File: src/weighted_point_residual_macros.svh
`ifndef WEIGHTED_POINT_RESIDUAL_MACROS_SVH
`define WEIGHTED_POINT_RESIDUAL_MACROS_SVH

// Check a condition in the same cycle as its trigger
`define WPR_ASSERT_SAME(lbl, ante, cons) \
  lbl: assert property (@(posedge clk) disable iff (!rst_n) (ante) |-> (cons)) \
    else $error("weighted_point_residual: same-cycle check failed");

// Check a condition in the cycle after its trigger
`define WPR_ASSERT_NEXT(lbl, ante, cons) \
  lbl: assert property (@(posedge clk) disable iff (!rst_n) (ante) |=> (cons)) \
    else $error("weighted_point_residual: next-cycle check failed");

`endif

File: src/wpr_pkg.sv
package wpr_pkg;

  // Coordinate and register geometry
  localparam int COORD_W       = 16;
  localparam int ROT_FRAC_DEF  = 14;
  localparam int REG_W         = 3 * COORD_W;
  localparam int RES_W         = 32;
  localparam int RES_SUM_W     = RES_W + 2;
  localparam int N_IN_FIELDS   = 12;
  localparam int IN_TDATA_W    = ((N_IN_FIELDS * COORD_W + 7) / 8) * 8;
  localparam int OUT_BITS      = 3 * RES_W + RES_SUM_W;
  localparam int OUT_TDATA_W   = ((OUT_BITS + 7) / 8) * 8;
  localparam int OUT_PAD_W     = OUT_TDATA_W - OUT_BITS;
  localparam int CFG_ADDR_W    = 2;

  // Register reset values: identity rotation (row 0 slightly under one), zero shift
  localparam logic [REG_W-1:0] ROT_ROW0_RST = 48'h3FFF_0000_0000;
  localparam logic [REG_W-1:0] ROT_ROW1_RST = 48'h0000_4000_0000;
  localparam logic [REG_W-1:0] ROT_ROW2_RST = 48'h0000_0000_4000;
  localparam logic [REG_W-1:0] TRANS_RST    = '0;

  // Configuration register indexes
  typedef enum logic [CFG_ADDR_W-1:0] {
    CFG_ROT_ROW0 = 2'd0,
    CFG_ROT_ROW1 = 2'd1,
    CFG_ROT_ROW2 = 2'd2,
    CFG_TRANS    = 2'd3
  } cfg_idx_t;

  // Load enables for the two register stages of a dot product unit
  typedef struct packed {
    logic ld_prod;
    logic ld_sum;
  } dot_en_t;

endpackage

File: src/wpr_dot3.sv
module wpr_dot3 #(
  parameter int A_W = 16,
  parameter int B_W = 16
) (
  input  logic                     clk,
  input  wpr_pkg::dot_en_t         en,
  input  logic signed [A_W-1:0]    a [3],
  input  logic signed [B_W-1:0]    b [3],
  output logic signed [A_W+B_W+1:0] sum
);
  import wpr_pkg::*;

  localparam int P_W = A_W + B_W;
  localparam int S_W = P_W + 2;

  logic signed [P_W-1:0] prod_r [3];
  logic signed [S_W-1:0] sum_r;
  logic signed [S_W-1:0] sum_nxt;

  // Stage one: three products
  always_ff @(posedge clk) begin
    if (en.ld_prod) begin
      for (int i = 0; i < 3; i++) begin
        prod_r[i] <= a[i] * b[i];
      end
    end
  end

  // Stage two: add the products at full width
  always_comb begin
    sum_nxt = S_W'(prod_r[0]) + S_W'(prod_r[1]) + S_W'(prod_r[2]);
  end

  always_ff @(posedge clk) begin
    if (en.ld_sum) begin
      sum_r <= sum_nxt;
    end
  end

  assign sum = sum_r;

endmodule
File: config.mk
export PLATFORM = sky130hd
export DESIGN_NAME = wpr_dot3
export DESIGN_NICKNAME = d
export VERILOG_FILES = /design/src/weighted_point_residual_macros.svh /design/src/wpr_pkg.sv /design/src/wpr_dot3.sv
export SDC_FILE = /design/constraint.sdc
export NUM_CORES = 2
export LEC_CHECK = 0
export BUFFER_PORTS_ARGS = -buffer_cell sky130_fd_sc_hd__buf_4
export CAP_MARGIN = 20
export CORE_MARGIN = 2
export CORE_UTILIZATION = 40
export CTS_BUF_LIST = sky130_fd_sc_hd__clkbuf_2
export CTS_CLUSTER_DIAMETER = 200
export CTS_CLUSTER_SIZE = 25
export DETAILED_ROUTE_END_ITERATION = 10
export HOLD_SLACK_MARGIN = 0.02
export PLACE_DENSITY = 0.53
export SLEW_MARGIN = 0
export SYNTH_ARGS = -nofsm -noshare
export SYNTH_HDL_FRONTEND = slang
export SYNTH_SLANG_ARGS = --single-unit
export TNS_END_PERCENT = 5
File: constraint.sdc
create_clock -name clk -period 16.8 [get_ports clk]
set_clock_uncertainty 0.05 [all_clocks]
set_input_delay 5.04 -clock clk [delete_from_list [all_inputs] [get_ports clk]]
set_output_delay 5.04 -clock clk [all_outputs]
set_load 0.02 [all_outputs]
==> results_dict.tcl <==
set metrics [dict create \
    status "finished clean" \
    rows 109 \
    timing.fmax_mhz 93.2 \
    number_of_clock_buffers_inserted_by_tritoncts 17 \
    gr-total-overflow 0 \
    fraction_of_the_cycle_the_final_worst_path_needs_pct 63.9 \
    period_minus_slack_ns 10.73 \
    dr_total_vias 23800 \
    postSynthAreaPerCell_um2 9.74 \
    synth.net_count 4857 \
    core-area_um2 88400 \
    antenna_found_initial 2 \
    fraction_of_layout_instances_using_a_drive_strength_above_1_pct 4.78 \
    worst_setup_path_end_kind "flip-flop" \
    tns_ns 0 \
    dieArea_um2 91500 \
    clock_insertion_delay_worst_skew_ns 0.71 \
    grtUsageTotal_pct 19.7 \
    dpl.hpwl_um 71100 \
    detail_route.wl_per_cell_um 17.4 \
    post_cts_resized 0 \
    timing.max_slew.rel_slack_pct 40.4 \
    worst_hold_path_type "reg2reg" \
    drt-vias-per-instance 4.86 \
    timing_worst_setup_path_type "in2reg" \
    clockRootBuffer "clkbuf_2" \
    synthDominantCellAreaShare_pct 46.0 \
    syn_area_um2 35700 \
    yosys-top-cells-area "fa_1, edfxtp_1, ha_1" \
    path_clk_slew_ns 0.26 \
    die_height_um 303 \
    timing.hold.ws_ns 0.734 \
    postSynthRegisterBits 130 \
    grt_max_degree 63 \
    setup_ws_ns 6.07 \
    yosysTopAreaCell "fa_1" \
    io_pins 133 \
    dr.pass1.iters 5 \
    post-cts-setup-buffers 0 \
    setup.worst_path.start "b[35]" \
    route.final.wire_length_um 85100 \
    rsz0062_at_grt "false" \
    synthesis.instances 3661 \
    synth_enable_flop_cells 130 \
    slew_violations 0 \
    grt_first_pass_wirelength_um 142000 \
    synth_async_sr_flop_share_pct 0 \
    yosysWarnings 0 \
    reg2reg_setup_slack_ns 12.76 \
    timing.final.hold_violations 0 \
    holdBufCountCts 0 \
    timing.critical_path.required_ns 17.25 \
    yosys.cell_types.count 70 \
    setup_viol 0 \
    max_cap_viol_count 0 \
    crit_path_end "prod_r[0][30]" \
    grt_pass1_vias 25900 \
    worstReg2RegEnd "sum[25]" \
    synth_top_flop_cell "edfxtp_1" \
    critPathMaxFanout 16 \
    cts_num_sinks 130 \
    cts_tree "yes" \
    worstPathArrival_ns 11.18 \
    detail_route.iter0.violations 1117 \
    area_growth_pct 6.46 \
    max-clock-path-buffers 2 \
    worst-r2r-cell-count 12 \
    beginning_of_the_worst_register_to_register_path "prod_r[0][65]" \
    crit_path_start_kind "primary input" \
    remaining_drc_errors 0 \
    final_nets 4908 \
    gp_routability_congestion 0.816 \
    max_h_tree_level 4 \
    dp_worst_setup_slack_ns 5.35 \
    synth.yosys.seq_area_share_pct 10.9 \
    initial_utilization_pct 40.3 \
    die_width_um 303 \
    io_buffers 132 \
    worst_slew_pin_slew_ns 0.871 \
    final_antenna_net_count 0 \
]
==> synth_stat cells (all sizes together), types with 15 or more instances <==
library cell  number
xnor2             93
o21bai            15
clkbuf            99
nand3             22
a21oi             83
a21o              54
ha               278
inv              888
nand2            417
and2             363
nand2b            28
o21ai             55
edfxtp           130
nor3              26
nor2             103
fa               819
o21a              16
xor2              29
==> routing by layer <==
layer	GRT usage, %	up-vias	wire (µm)
li1	-	11100	-
met1	30.0	12200	42000
met2	31.9	419	39400
met3	1.53	37	3100
met4	1.98	0	580
met5	0	-	0
==> per-stage QoR <==
stage | instance area (µm²) | cells | utilization (%)
final | 38000 | 4891 | 42.9
after global placement | 37700 | 4858 | 42.7
after global routing | 38000 | 4891 | 42.9
after CTS | 38000 | 4890 | 42.9
after floorplan | 35700 | 3661 | -
after detailed placement | 37700 | 4858 | 42.7
==> worst min path at each step <==
stage	cells after the start	start	end
2_1_floorplan	2	prod_r[0][65]	sum[1]
4_1_cts	2	prod_r[0][33]	sum[1]
5_1_grt	2	prod_r[0][33]	sum[1]
3_5_place_dp	2	prod_r[0][1]	sum[1]
3_3_place_gp	2	prod_r[0][1]	sum[1]
6_report	2	prod_r[0][33]	sum[1]
==> worst max-delay path, stage by stage <==
cell and delay, ns:
buf_4 0.19, and2_1 0.20, fa_1 0.72, inv_1 0.11, fa_1 0.51, fa_1 0.44, fa_1 0.51, inv_1 0.05
fa_1 0.52, inv_1 0.05, fa_1 0.47, inv_1 0.04, ha_1 0.36, and4_1 0.26, a221oi_1 0.27, o21ai_0 0.24
a21boi_1 0.40, o32ai_1 0.19, o41ai_1 0.47, xnor2_1 0.15
==> registers in the layout, indices dropped and copies added, names as in the netlist <==
signal  count
prod_r     96
sum        34
==> final cells by class <==
type	count	area, µm²
inverter	889	3340
timing repair buffer	133	998
tap	1165	1460
multi-input combinational	2541	28000
clock buffer	17	85.1
sequential	130	3900
antenna	1	2.50
clock inverter	15	141
fill	8809	50400
==> cells in the final DEF (no fill, tap or decap), types with 54 or more instances in the layout <==
| cell type | instances |
|---|---|
| nor2_1 | 103 |
| and2_1 | 362 |
| edfxtp_1 | 130 |
| a21oi_1 | 82 |
| nand2_1 | 417 |
| ha_1 | 278 |
| fa_1 | 819 |
| a21o_1 | 54 |
| buf_4 | 133 |
| xnor2_1 | 93 |
| inv_1 | 888 |
==> cell families after synthesis <==
group                    synth area share (%)
flip-flops                               10.9
multiplexers                            0.116
XOR/XNOR                                 3.00
AO/OA/AOI/OAI                            5.71
AND/OR/NAND/NOR                          14.1
adder cells (fa/ha/maj)                  55.7
buffers and inverters                    10.4
Power is not shown: default switching activity piles up to over one toggle a cycle in this logic, so the estimate is an artifact.
